File: src/fwdb_pkg.sv
package fwdb_pkg;

	// The number of wheels follows from the fixed set of speed and current ports.
	localparam int unsigned NUM_WHEELS = 4;

	localparam int unsigned SPEED_W   = 16;
	localparam int unsigned CURRENT_W = 16;
	localparam int unsigned GAIN_W    = 8;
	localparam int unsigned LIMIT_W   = 15;
	localparam int unsigned CFG_IDX_W = 3;
	localparam int unsigned CFG_DATA_W = 15;

	typedef logic signed [SPEED_W-1:0]   speed_t;
	typedef logic signed [CURRENT_W-1:0] current_t;

	// Register indices on the configuration port.
	typedef enum logic [CFG_IDX_W-1:0] {
		REG_DAMPING_GAIN    = 3'd0,
		REG_CURRENT_LIMIT   = 3'd1,
		REG_LOW_SPEED_LIMIT = 3'd2,
		REG_LOW_SPEED_BAND  = 3'd3,
		REG_STOP_BAND       = 3'd4,
		REG_RAMP_STEP       = 3'd5
	} cfg_index_t;

	// The full set of configuration registers, as seen by the datapath.
	typedef struct packed {
		logic [GAIN_W-1:0]  damping_gain;
		logic [LIMIT_W-1:0] current_limit;
		logic [LIMIT_W-1:0] low_speed_current_limit;
		logic [LIMIT_W-1:0] low_speed_band;
		logic [LIMIT_W-1:0] stop_band;
		logic [LIMIT_W-1:0] ramp_step;
	} cfg_t;

	localparam cfg_t CFG_RESET = '{
		damping_gain:            8'd12,
		current_limit:           15'd8000,
		low_speed_current_limit: 15'd4500,
		low_speed_band:          15'd300,
		stop_band:               15'd120,
		ramp_step:               15'd1200
	};

endpackage

File: src/fwdb_stop_detect.sv
module fwdb_stop_detect (
	input  fwdb_pkg::speed_t                speed [fwdb_pkg::NUM_WHEELS],
	input  logic [fwdb_pkg::LIMIT_W-1:0]    stop_band,
	output logic                            stopped
);

	logic [fwdb_pkg::SPEED_W:0]          mag [fwdb_pkg::NUM_WHEELS];
	logic [fwdb_pkg::NUM_WHEELS-1:0]     in_band;

	// A wheel is inside the stop band when its speed magnitude is at most the band.
	always_comb begin
		for (int w = 0; w < int'(fwdb_pkg::NUM_WHEELS); w++) begin
			mag[w] = speed[w][fwdb_pkg::SPEED_W-1]
				? 17'(-{speed[w][fwdb_pkg::SPEED_W-1], speed[w]})
				: {1'b0, speed[w]};
			in_band[w] = (mag[w] <= {2'b00, stop_band});
		end
	end

	// The chassis counts as stopped only when every wheel is inside the band.
	assign stopped = &in_band;

endmodule

File: src/fwdb_wheel.sv
module fwdb_wheel (
	input  fwdb_pkg::speed_t   speed,
	input  fwdb_pkg::current_t last,
	input  fwdb_pkg::cfg_t     cfg,
	output fwdb_pkg::current_t next
);

	logic        [16:0] mag;
	logic        [14:0] limit;
	logic signed [24:0] product;
	logic signed [24:0] target;
	logic signed [24:0] limit_pos;
	logic signed [24:0] limit_neg;
	logic signed [15:0] clamped;
	logic signed [17:0] last_x;
	logic signed [17:0] delta;
	logic signed [17:0] step_pos;
	logic signed [17:0] step_neg;
	logic signed [17:0] ramped;

	// Damping target, clamped to the limit that applies at this speed.
	always_comb begin
		mag = speed[15] ? 17'(-{speed[15], speed}) : {1'b0, speed};
		product = 25'(signed'({1'b0, cfg.damping_gain})) * 25'(speed);
		target = -product;
		limit = (mag < {2'b00, cfg.low_speed_band})
			? cfg.low_speed_current_limit : cfg.current_limit;
		limit_pos = 25'(signed'({1'b0, limit}));
		limit_neg = -limit_pos;
		if (target > limit_pos) begin
			clamped = 16'(limit_pos);
		end else if (target < limit_neg) begin
			clamped = 16'(limit_neg);
		end else begin
			clamped = 16'(target);
		end
	end

	// Slew limit against the wheel's last current.
	always_comb begin
		last_x = 18'(last);
		delta = 18'(clamped) - last_x;
		step_pos = 18'(signed'({1'b0, cfg.ramp_step}));
		step_neg = -step_pos;
		priority if (delta > step_pos) begin
			ramped = last_x + step_pos;
		end else if (delta < step_neg) begin
			ramped = last_x + step_neg;
		end else begin
			ramped = 18'(clamped);
		end
	end

	assign next = 16'(ramped);

endmodule

File: src/four_wheel_damping_brake.sv
// Channel  | Direction | Handshake           | Payload
// input    | in        | in_valid, in_stall   | speed_wheel0..3 (16-bit signed)
// output   | out       | out_valid, out_stall | current_wheel0..3 (16-bit signed), all_stopped
// config   | in        | cfg_write            | cfg_index (3 bits), cfg_data (15 bits)
//
// One request is taken in every cycle while in_stall is low.
// The speed register feeds one combinational pass (multiply, clamp, ramp) into the
// result register, which also updates the stored last currents for the next request.
// Reset clears the handshake state and the last currents and loads the register defaults.
// A stalled result holds, the speed register still takes one more request, then in_stall rises.
module four_wheel_damping_brake (
	input  logic                                clk,
	input  logic                                arst_n,

	input  logic                                in_valid,
	output logic                                in_stall,
	input  fwdb_pkg::speed_t                    speed_wheel0,
	input  fwdb_pkg::speed_t                    speed_wheel1,
	input  fwdb_pkg::speed_t                    speed_wheel2,
	input  fwdb_pkg::speed_t                    speed_wheel3,

	output logic                                out_valid,
	input  logic                                out_stall,
	output fwdb_pkg::current_t                  current_wheel0,
	output fwdb_pkg::current_t                  current_wheel1,
	output fwdb_pkg::current_t                  current_wheel2,
	output fwdb_pkg::current_t                  current_wheel3,
	output logic                                all_stopped,

	input  logic                                cfg_write,
	input  logic [fwdb_pkg::CFG_IDX_W-1:0]      cfg_index,
	input  logic [fwdb_pkg::CFG_DATA_W-1:0]     cfg_data
);

	fwdb_pkg::cfg_t     cfg_q;
	fwdb_pkg::speed_t   speed_s1       [fwdb_pkg::NUM_WHEELS];
	logic               valid_s1;
	fwdb_pkg::current_t current_s2     [fwdb_pkg::NUM_WHEELS];
	logic               stopped_s2;
	logic               valid_s2;
	fwdb_pkg::current_t last_current_q [fwdb_pkg::NUM_WHEELS];
	fwdb_pkg::current_t next_current   [fwdb_pkg::NUM_WHEELS];
	logic               stopped;
	logic               out_free;
	logic               advance;
	logic               in_accept;

	// Configuration register writes; unknown indices are ignored.
	always_ff @(posedge clk or negedge arst_n) begin
		if (!arst_n) begin
			cfg_q <= fwdb_pkg::CFG_RESET;
		end else if (cfg_write) begin
			unique case (fwdb_pkg::cfg_index_t'(cfg_index))
				fwdb_pkg::REG_DAMPING_GAIN:    cfg_q.damping_gain <= cfg_data[7:0];
				fwdb_pkg::REG_CURRENT_LIMIT:   cfg_q.current_limit <= cfg_data;
				fwdb_pkg::REG_LOW_SPEED_LIMIT: cfg_q.low_speed_current_limit <= cfg_data;
				fwdb_pkg::REG_LOW_SPEED_BAND:  cfg_q.low_speed_band <= cfg_data;
				fwdb_pkg::REG_STOP_BAND:       cfg_q.stop_band <= cfg_data;
				fwdb_pkg::REG_RAMP_STEP:       cfg_q.ramp_step <= cfg_data;
				default: ;
			endcase
		end
	end

	// Handshake: the result register frees when empty or taken this cycle.
	assign out_free  = !valid_s2 || !out_stall;
	assign advance   = valid_s1 && out_free;
	assign in_stall  = valid_s1 && !out_free;
	assign in_accept = in_valid && !in_stall;

	always_ff @(posedge clk or negedge arst_n) begin
		if (!arst_n) begin
			valid_s1 <= 1'b0;
			valid_s2 <= 1'b0;
		end else begin
			if (in_accept) begin
				valid_s1 <= 1'b1;
			end else if (advance) begin
				valid_s1 <= 1'b0;
			end
			if (advance) begin
				valid_s2 <= 1'b1;
			end else if (out_free) begin
				valid_s2 <= 1'b0;
			end
		end
	end

	// Speed register.
	always_ff @(posedge clk) begin
		if (in_accept) begin
			speed_s1[0] <= speed_wheel0;
			speed_s1[1] <= speed_wheel1;
			speed_s1[2] <= speed_wheel2;
			speed_s1[3] <= speed_wheel3;
		end
	end

	// Datapath: stop detection and one damping unit per wheel.
	fwdb_stop_detect u_stop (
		.speed     (speed_s1),
		.stop_band (cfg_q.stop_band),
		.stopped   (stopped)
	);

	for (genvar w = 0; w < fwdb_pkg::NUM_WHEELS; w++) begin : g_wheel
		fwdb_wheel u_wheel (
			.speed (speed_s1[w]),
			.last  (last_current_q[w]),
			.cfg   (cfg_q),
			.next  (next_current[w])
		);
	end

	// Stored last currents; a full stop clears them.
	always_ff @(posedge clk or negedge arst_n) begin
		if (!arst_n) begin
			for (int w = 0; w < int'(fwdb_pkg::NUM_WHEELS); w++) begin
				last_current_q[w] <= '0;
			end
		end else if (advance) begin
			for (int w = 0; w < int'(fwdb_pkg::NUM_WHEELS); w++) begin
				last_current_q[w] <= stopped ? '0 : next_current[w];
			end
		end
	end

	// Result register.
	always_ff @(posedge clk) begin
		if (advance) begin
			for (int w = 0; w < int'(fwdb_pkg::NUM_WHEELS); w++) begin
				current_s2[w] <= stopped ? '0 : next_current[w];
			end
			stopped_s2 <= stopped;
		end
	end

	assign out_valid      = valid_s2;
	assign current_wheel0 = current_s2[0];
	assign current_wheel1 = current_s2[1];
	assign current_wheel2 = current_s2[2];
	assign current_wheel3 = current_s2[3];
	assign all_stopped    = stopped_s2;

	// The stored currents always match the result on show.
	a_last_matches: assert property (@(posedge clk) disable iff (!arst_n)
		valid_s2 |-> (last_current_q[0] == current_s2[0] && last_current_q[1] == current_s2[1]
			&& last_current_q[2] == current_s2[2] && last_current_q[3] == current_s2[3]))
		else $error("stored last currents differ from the shown result");

	// A stopped result carries zero currents.
	a_stop_zero: assert property (@(posedge clk) disable iff (!arst_n)
		(valid_s2 && stopped_s2) |-> (current_s2[0] == '0 && current_s2[1] == '0
			&& current_s2[2] == '0 && current_s2[3] == '0))
		else $error("stopped result with non-zero current");

	// Input is held off only while both the speed register and the result register are occupied.
	a_stall_cause: assert property (@(posedge clk) disable iff (!arst_n)
		in_stall |-> (valid_s1 && valid_s2))
		else $error("input stalled with free pipeline");

	// A request moved forward is shown in the next cycle.
	a_advance: assert property (@(posedge clk) disable iff (!arst_n)
		advance |=> valid_s2)
		else $error("advanced request lost");

endmodule
File: config.mk
export PLATFORM = sky130hd
export DESIGN_NAME = four_wheel_damping_brake
export DESIGN_NICKNAME = d
export VERILOG_FILES = /design/src/fwdb_pkg.sv /design/src/fwdb_stop_detect.sv /design/src/fwdb_wheel.sv /design/src/four_wheel_damping_brake.sv
export SDC_FILE = /design/constraint.sdc
export NUM_CORES = 2
export LEC_CHECK = 0
export BUFFER_PORTS_ARGS = -buffer_cell sky130_fd_sc_hd__buf_2
export CELL_PAD_IN_SITES_DETAIL_PLACEMENT = 0
export CELL_PAD_IN_SITES_GLOBAL_PLACEMENT = 1
export CORE_ASPECT_RATIO = 0.7
export CORE_MARGIN = 1.5
export CORE_UTILIZATION = 50
export DETAILED_ROUTE_END_ITERATION = 6
export PLACE_DENSITY = 0.95
export SYNTH_ARGS = -nofsm -noshare
export SYNTH_HDL_FRONTEND = slang
export SYNTH_SLANG_ARGS = --single-unit
export TNS_END_PERCENT = 10
File: constraint.sdc
create_clock -name clk -period 26.6 [get_ports clk]
set_input_delay 2.66 -clock clk [delete_from_list [all_inputs] [get_ports clk]]
set_output_delay 2.66 -clock clk [all_outputs]
set_load 0.01 [all_outputs]
# Word-level counts from Yosys, hierarchy flattened

Memory sizes are Yosys's and may differ from the RTL's.
Cells that the tools add are included.

Add/sub/neg operators: 25
$mul: 4
$lt $le $gt $ge: 24
Equal/unequal tests: 5
Mux-type cells: 34
Reduce and logical (&&, ||, !) cells: 18

Operators with widths:

| cell                 | number |
|---|---|
| $mux W16             | 20 |
| $add A16 B16 Y16     | 8 |
| $gt A25 B16 Y1       | 4 |
| $lt A25 B25 Y1       | 4 |
| $mul A9 B16 Y25      | 4 |
| $neg A15 Y25         | 4 |
| $neg A25 Y25         | 4 |
| $lt A17 B18 Y1       | 4 |
| $gt A17 B16 Y1       | 4 |
| $le A17 B15 Y1       | 4 |
| $lt A17 B15 Y1       | 4 |
| $mux W17             | 4 |
| $neg A17 Y17         | 4 |
| $sub A16 B16 Y17     | 4 |
| $mux W15             | 4 |
| $neg A15 Y18         | 1 |
| $reduce_and A2 Y1    | 6 |
| $eq A3 B2 Y1 const B | 2 |
| $eq A3 B3 Y1 const B | 2 |
| $mux W1              | 6 |
| $logic_not A1 Y1     | 4 |
| $reduce_and A4 Y1    | 1 |
| $reduce_bool A2 Y1   | 2 |
| $eq A3 B1 Y1 const B | 1 |
| other kinds (3)      | 5 |

Register bits after elaboration: 214
Memory bits (writable): 64
Input bits: 87
Output and inout port bits: 67
Memories: 1

Memories:

| name       | words | bits a word | rd ports | clocked after Yosys merged registers in | write ports | line                           | text |
|---|---|---|---|---|---|---|---|
| current_s2 | 4     | 16          | 4        | 0                                       | 4           | four_wheel_damping_brake.sv:38 | `fwdb_pkg::current_t current_s2 [fwdb_pkg::NUM_WHEELS];` |

# Logic depth before layout (Yosys ltp)

Depth in word-level cells: 13
Mapped depth: 65

# By module

From an unflattened synthesis, not the netlist that was laid out.

Cells, all modules: 6,816
Area, all modules: 58,529.9 µm²

By module, submodules not included:

| module                          | instances | cells each | area an instance (µm²) | seq. area each (µm²) |
|---|---|---|---|---|
| fwdb_wheel (g_wheel[2].u_wheel) | 1         | 1,515      | 11,589.9               | 0.0 |
| fwdb_wheel (g_wheel[3].u_wheel) | 1         | 1,511      | 11,584.9               | 0.0 |
| fwdb_wheel (g_wheel[0].u_wheel) | 1         | 1,488      | 11,464.7               | 0.0 |
| fwdb_wheel (g_wheel[1].u_wheel) | 1         | 1,443      | 11,288.3               | 0.0 |
| four_wheel_damping_brake        | 1         | 524        | 10,073.4               | 7,633.6 |
| fwdb_stop_detect                | 1         | 335        | 2,528.7                | 0.0 |

# Least setup slack after synthesis

Ideal clock, no wire load.

Kind: flip-flop to flip-flop
Start point: reg speed_s1[0] (netlist name)
End point: reg last_current_q[11] (netlist name)
Library setup time: 125 ps
Arrival time: 12,870 ps
Required time: 26,475 ps
Path slack: 13,605 ps
Stages on the path, launching flop included: 62
Path buffers: 6
Period minus slack after synthesis: 12,995 ps
Path through: edfxtp_1 -> clkbuf_1 -> inv_1 -> ha_1 -> nand2_1 -> or3_1 -> or4_1 -> o21ai_0 -> xnor2_1 -> ha_1 -> a21o_1 -> a21o_1 -> a21oi_1 -> o221ai_1 -> a21oi_1 -> clkbuf_1 -> clkbuf_1 -> buf_1 -> [26 not listed] -> o21ai_0 -> a21oi_1 -> a41o_1 -> a21o_1 -> a211oi_1 -> nor2_1 -> ha_1 -> nand4_1 -> nor3_1 -> nand4_1 -> o21ai_0 -> a21oi_1 -> a311oi_1 -> o22ai_1 -> nor3_1 -> a2111o_1 -> a21oi_1 -> mux2_2

Word-level cells in the longest chain between the ends: 13

Ends and longest elaborated chain:

| item                           | line                                     | text |
|---|---|---|
| start: declaration             | four_wheel_damping_brake.sv:36           | `fwdb_pkg::speed_t speed_s1 [fwdb_pkg::NUM_WHEELS];` |
| $neg A17 Y17                   | fwdb_stop_detect.sv:14, fwdb_wheel.sv:23 |  |
| $mux W17                       | fwdb_stop_detect.sv:14, fwdb_wheel.sv:23 |  |
| $lt A17 B15 Y1                 | fwdb_wheel.sv:26                         | `limit = (mag < {2'b00, cfg.low_speed_band})` |
| $mux W15                       | fwdb_wheel.sv:27                         | `? cfg.low_speed_current_limit : cfg.current_limit;` |
| $neg A15 Y25                   | fwdb_wheel.sv:29                         | `limit_neg = -limit_pos;` |
| $lt A25 B25 Y1                 | fwdb_wheel.sv:32                         | `end else if (target < limit_neg) begin` |
| $mux W16                       | fwdb_wheel.sv:32                         |  |
| $mux W16                       | fwdb_wheel.sv:30                         | `if (target > limit_pos) begin` |
| $sub A16 B16 Y17               | fwdb_wheel.sv:42                         | `delta = 18'(clamped) - last_x;` |
| $lt A17 B18 Y1                 | fwdb_wheel.sv:47                         | `end else if (delta < step_neg) begin` |
| $mux W16                       | fwdb_wheel.sv:47                         |  |
| $mux W16                       | fwdb_wheel.sv:45                         | `priority if (delta > step_pos) begin` |
| $mux W16 (*)                   | four_wheel_damping_brake.sv:123          | `last_current_q[w] <= stopped ? '0 : next_current[w];` |
| end signal: indexed assignment | four_wheel_damping_brake.sv:123          |  |
| end: declaration               | four_wheel_damping_brake.sv:41           | `fwdb_pkg::current_t last_current_q [fwdb_pkg::NUM_WHEELS];` |

Every way passes the cells marked *; elsewhere a longest branch is shown, timed or not.
A chain may end at the register's enable or synchronous reset.

# Worst setup path in the final report

Ends and elaborated chain as after synthesis.

==> impl_results.md <==
* Status: finished, violations left
* Failing checks: DRC
* DR iter-0 viols at 4,990
* Count leader, synth: inv_1
* Ys async rst share at 0.536
* Peak Freq at 0.0687 GHz
* Antenna violations before repair at 10
* Multi-input logic area at 0.0430 sq mm
* Final hold viol count at 0
* Filler cells at 9,997
* Initial Util at 0.507
* Layout Area Growth over Synthesis at 6.17%
* Worst Path Max Fanout at 34
* Fin crit period at 14.55 ns
* Share of layout cells above drive strength 1 at 0.0740
* Ports at 154
* Post-Synth XOR/XNOR Area at 0.0551
* Total CTS buffers at 37
* Routability cong. at 0.994
* Number of distinct library cells after synthesis at 96
* Max cap viols at 0
* Clock slew at reported path FFs at 0.06 ns
* Total grt overflow at 0
* Register area at 0.00764 sq mm
* TritonCTS clock tree: built
* Die area at 0.112 sq mm
* Hold WS at 0.501 ns
* Final nets at 7,838
* Main combinational cell family by area after synthesis: adder cells
* FF-to-FF setup slack at 12.05 ns
* Top_reg_cell synth: edfxtp_1
* Post-synth top area share at 0.199
* First-pass GRT wire length at 275,000 um
* Main area contributors after synthesis: ha_1 (20%), fa_1 (16%), edfxtp_1 (7.0%), inv_1 (6.7%), dfrtp_1 (5.6%)
* Post-CTS sizing at 0
* Mux contribution to synthesized area at 0.0427
* H-tree depth at 2
* Vias in the first global route at 46,620
* First-pass detailed-route iteration total at 7
* Syn. warnings at 0
* Post-synthesis simple-gate area fraction at 0.166
* Die H at 281 um
* TNS Setup at 0 ns
* Syn Nets at 7,842
* Remaining antenna violation count after routing at 0
* Synth Instances at 6,446
* Worst-margin pin slew at 1.28 ns
* Yosys reg bits at 278
* Final setup fails at 0
* Hold WC Path Type: reg2reg
* Final Slew Violations at 0
* CP arrival at 15.09 ns
* Crit Path Category: reg2reg
* Compound-Gate Fraction of Synth Area at 0.157
* Fin worst setup slack at 12.05 ns
* Global-route usage over all layers at 0.319
* CP Launch Type: flop
* Core area at 0.109 sq mm
* CTS Buffer Depth at 3
* Required @ worst endpoint at 27.14 ns
* Pre-CTS setup slack at 12.43 ns
* Postcts setup bufs at 0
* DPL Wire Length at 145,000 um
* Fin crit share at 0.547
* CTS hold repair buffers at 0
* Critical Path Sink Type: flop
* Die width at 400 um
* # clock sinks at 278
* DP Cell Count at 7,845
* Pin count of the biggest net entering global routing at 77
* CP max stage delay at 0.86 ns
* Sequential area share after synthesis at 0.139
* Synth Area in Adders at 0.356
* Worst path most repeated cell: a21oi_1
* Commonest cells post-synth: inv_1 (985), ha_1 (877), and2_1 (441)
* Avg Inst Size Synth at 8.55 sq um
* Number of port buffers at 153
* Post-synthesis cell area at 0.0551 sq mm
* DR DRC count at 1
* Clk_lat worst skew at 0.60 ns
* EDFF count, synth at 129
* Vias at 47,626
* RSZ-0062 raised after global routing: false
* Wirelength, routed at 179,000 um
* Final Non-Filler Cells at 7,919
* Cell Rows at 101
* Vias/cell at 6.01
* Worst Skew at 0.0402 ns
* Rel. slew slack at 0.142
* Wirelength per Cell at 22.6 um
* Root Driver: clkbuf_16
* Area leader, netlist: ha_1
* Slowest CP cell: o22a_1
[cell families after synthesis]
family,count (synthesis)
simple gates,1763
fa+ha+maj,1310
buf+inv,1232
compound gates,1296
mux,220
xor+xnor,347
flops,278
[critical path, delay by kind of cell, from the launching register on]
kind	cells	cell delay, ns
simple gates	13	2.35
flops	1	0.66
compound gates	31	6.57
xor+xnor	2	0.72
mux	3	0.85
fa+ha+maj	6	1.92
buf+inv	5	1.40
[layout by cell type (no fill, tap or decap), types with 31 or more instances in the layout]
| cell | count |
|---|---|
| and3_1 | 31 |
| buf_4 | 49 |
| a31oi_1 | 54 |
| a211oi_1 | 37 |
| nand2b_1 | 62 |
| clkbuf_16 | 38 |
| ha_1 | 877 |
| o21ai_0 | 248 |
| mux2i_1 | 114 |
| o21a_1 | 97 |
| xnor2_1 | 262 |
| o31ai_1 | 42 |
| mux2_2 | 101 |
| o22ai_1 | 36 |
| fa_1 | 432 |
| o211ai_1 | 33 |
| dfrtp_1 | 118 |
| nor2_1 | 329 |
| nand4_1 | 49 |
| xor2_1 | 79 |
| a21o_1 | 127 |
| o21bai_1 | 45 |
| nor2b_1 | 85 |
| a21oi_1 | 312 |
| inv_1 | 984 |
| and2_1 | 440 |
| nand3_1 | 96 |
| nand2_1 | 385 |
| edfxtp_1 | 129 |
| nor3_1 | 139 |
| buf_2 | 152 |
[through the flow]
stage	utilization	area, sq um
after global routing	0.538	58500
after CTS	0.538	58500
final	0.538	58500
after detailed placement	0.527	57300
after floorplan	-	55100
after global placement	0.527	57300
[routing by layer]
layer  up-vias  wire length [um]  GRT usage
met3       325             18800     0.0646
li1      22051                 -          -
met5         -                 0          0
met2      2086             74900      0.475
met1     23164             79400      0.461
met4         0              6050     0.0997
[worst paths after layout]
kind                        startpoint                  to  depth (start not counted)
max reg2reg                speed_s1[0]  last_current_q[11]                         60
max in group asynchronous       arst_n           cfg_q[81]                          2
max                        speed_s1[0]  last_current_q[11]                         60
min                           valid_s1           out_valid                          1
min reg2reg                   valid_s1           out_valid                          1
min in group asynchronous       arst_n  last_current_q[37]                          1
[sequential cells by signal (all words and copies together), names as in the netlist]
signal	count
all_stopped	1
cfg_q	83
current_s2	64
last_current_q	64
out_valid	1
speed_s1	64
valid_s1	1
[final cells by class]
| class | instances | share of cell area |
|---|---|---|
| Clock inverter | 24 | 0.00370 |
| Timing Repair Buffer | 202 | 0.0195 |
| Multi-Input combinational cell | 4936 | 0.735 |
| Inverter | 987 | 0.0634 |
| Antenna cell | 7 | 0.000299 |
| Tap cell | 1442 | 0.0308 |
| Sequential cell | 278 | 0.131 |
| Clock buffer | 43 | 0.0169 |
Power is not shown: default switching activity piles up to over one toggle a cycle in this logic, so the estimate is an artifact.
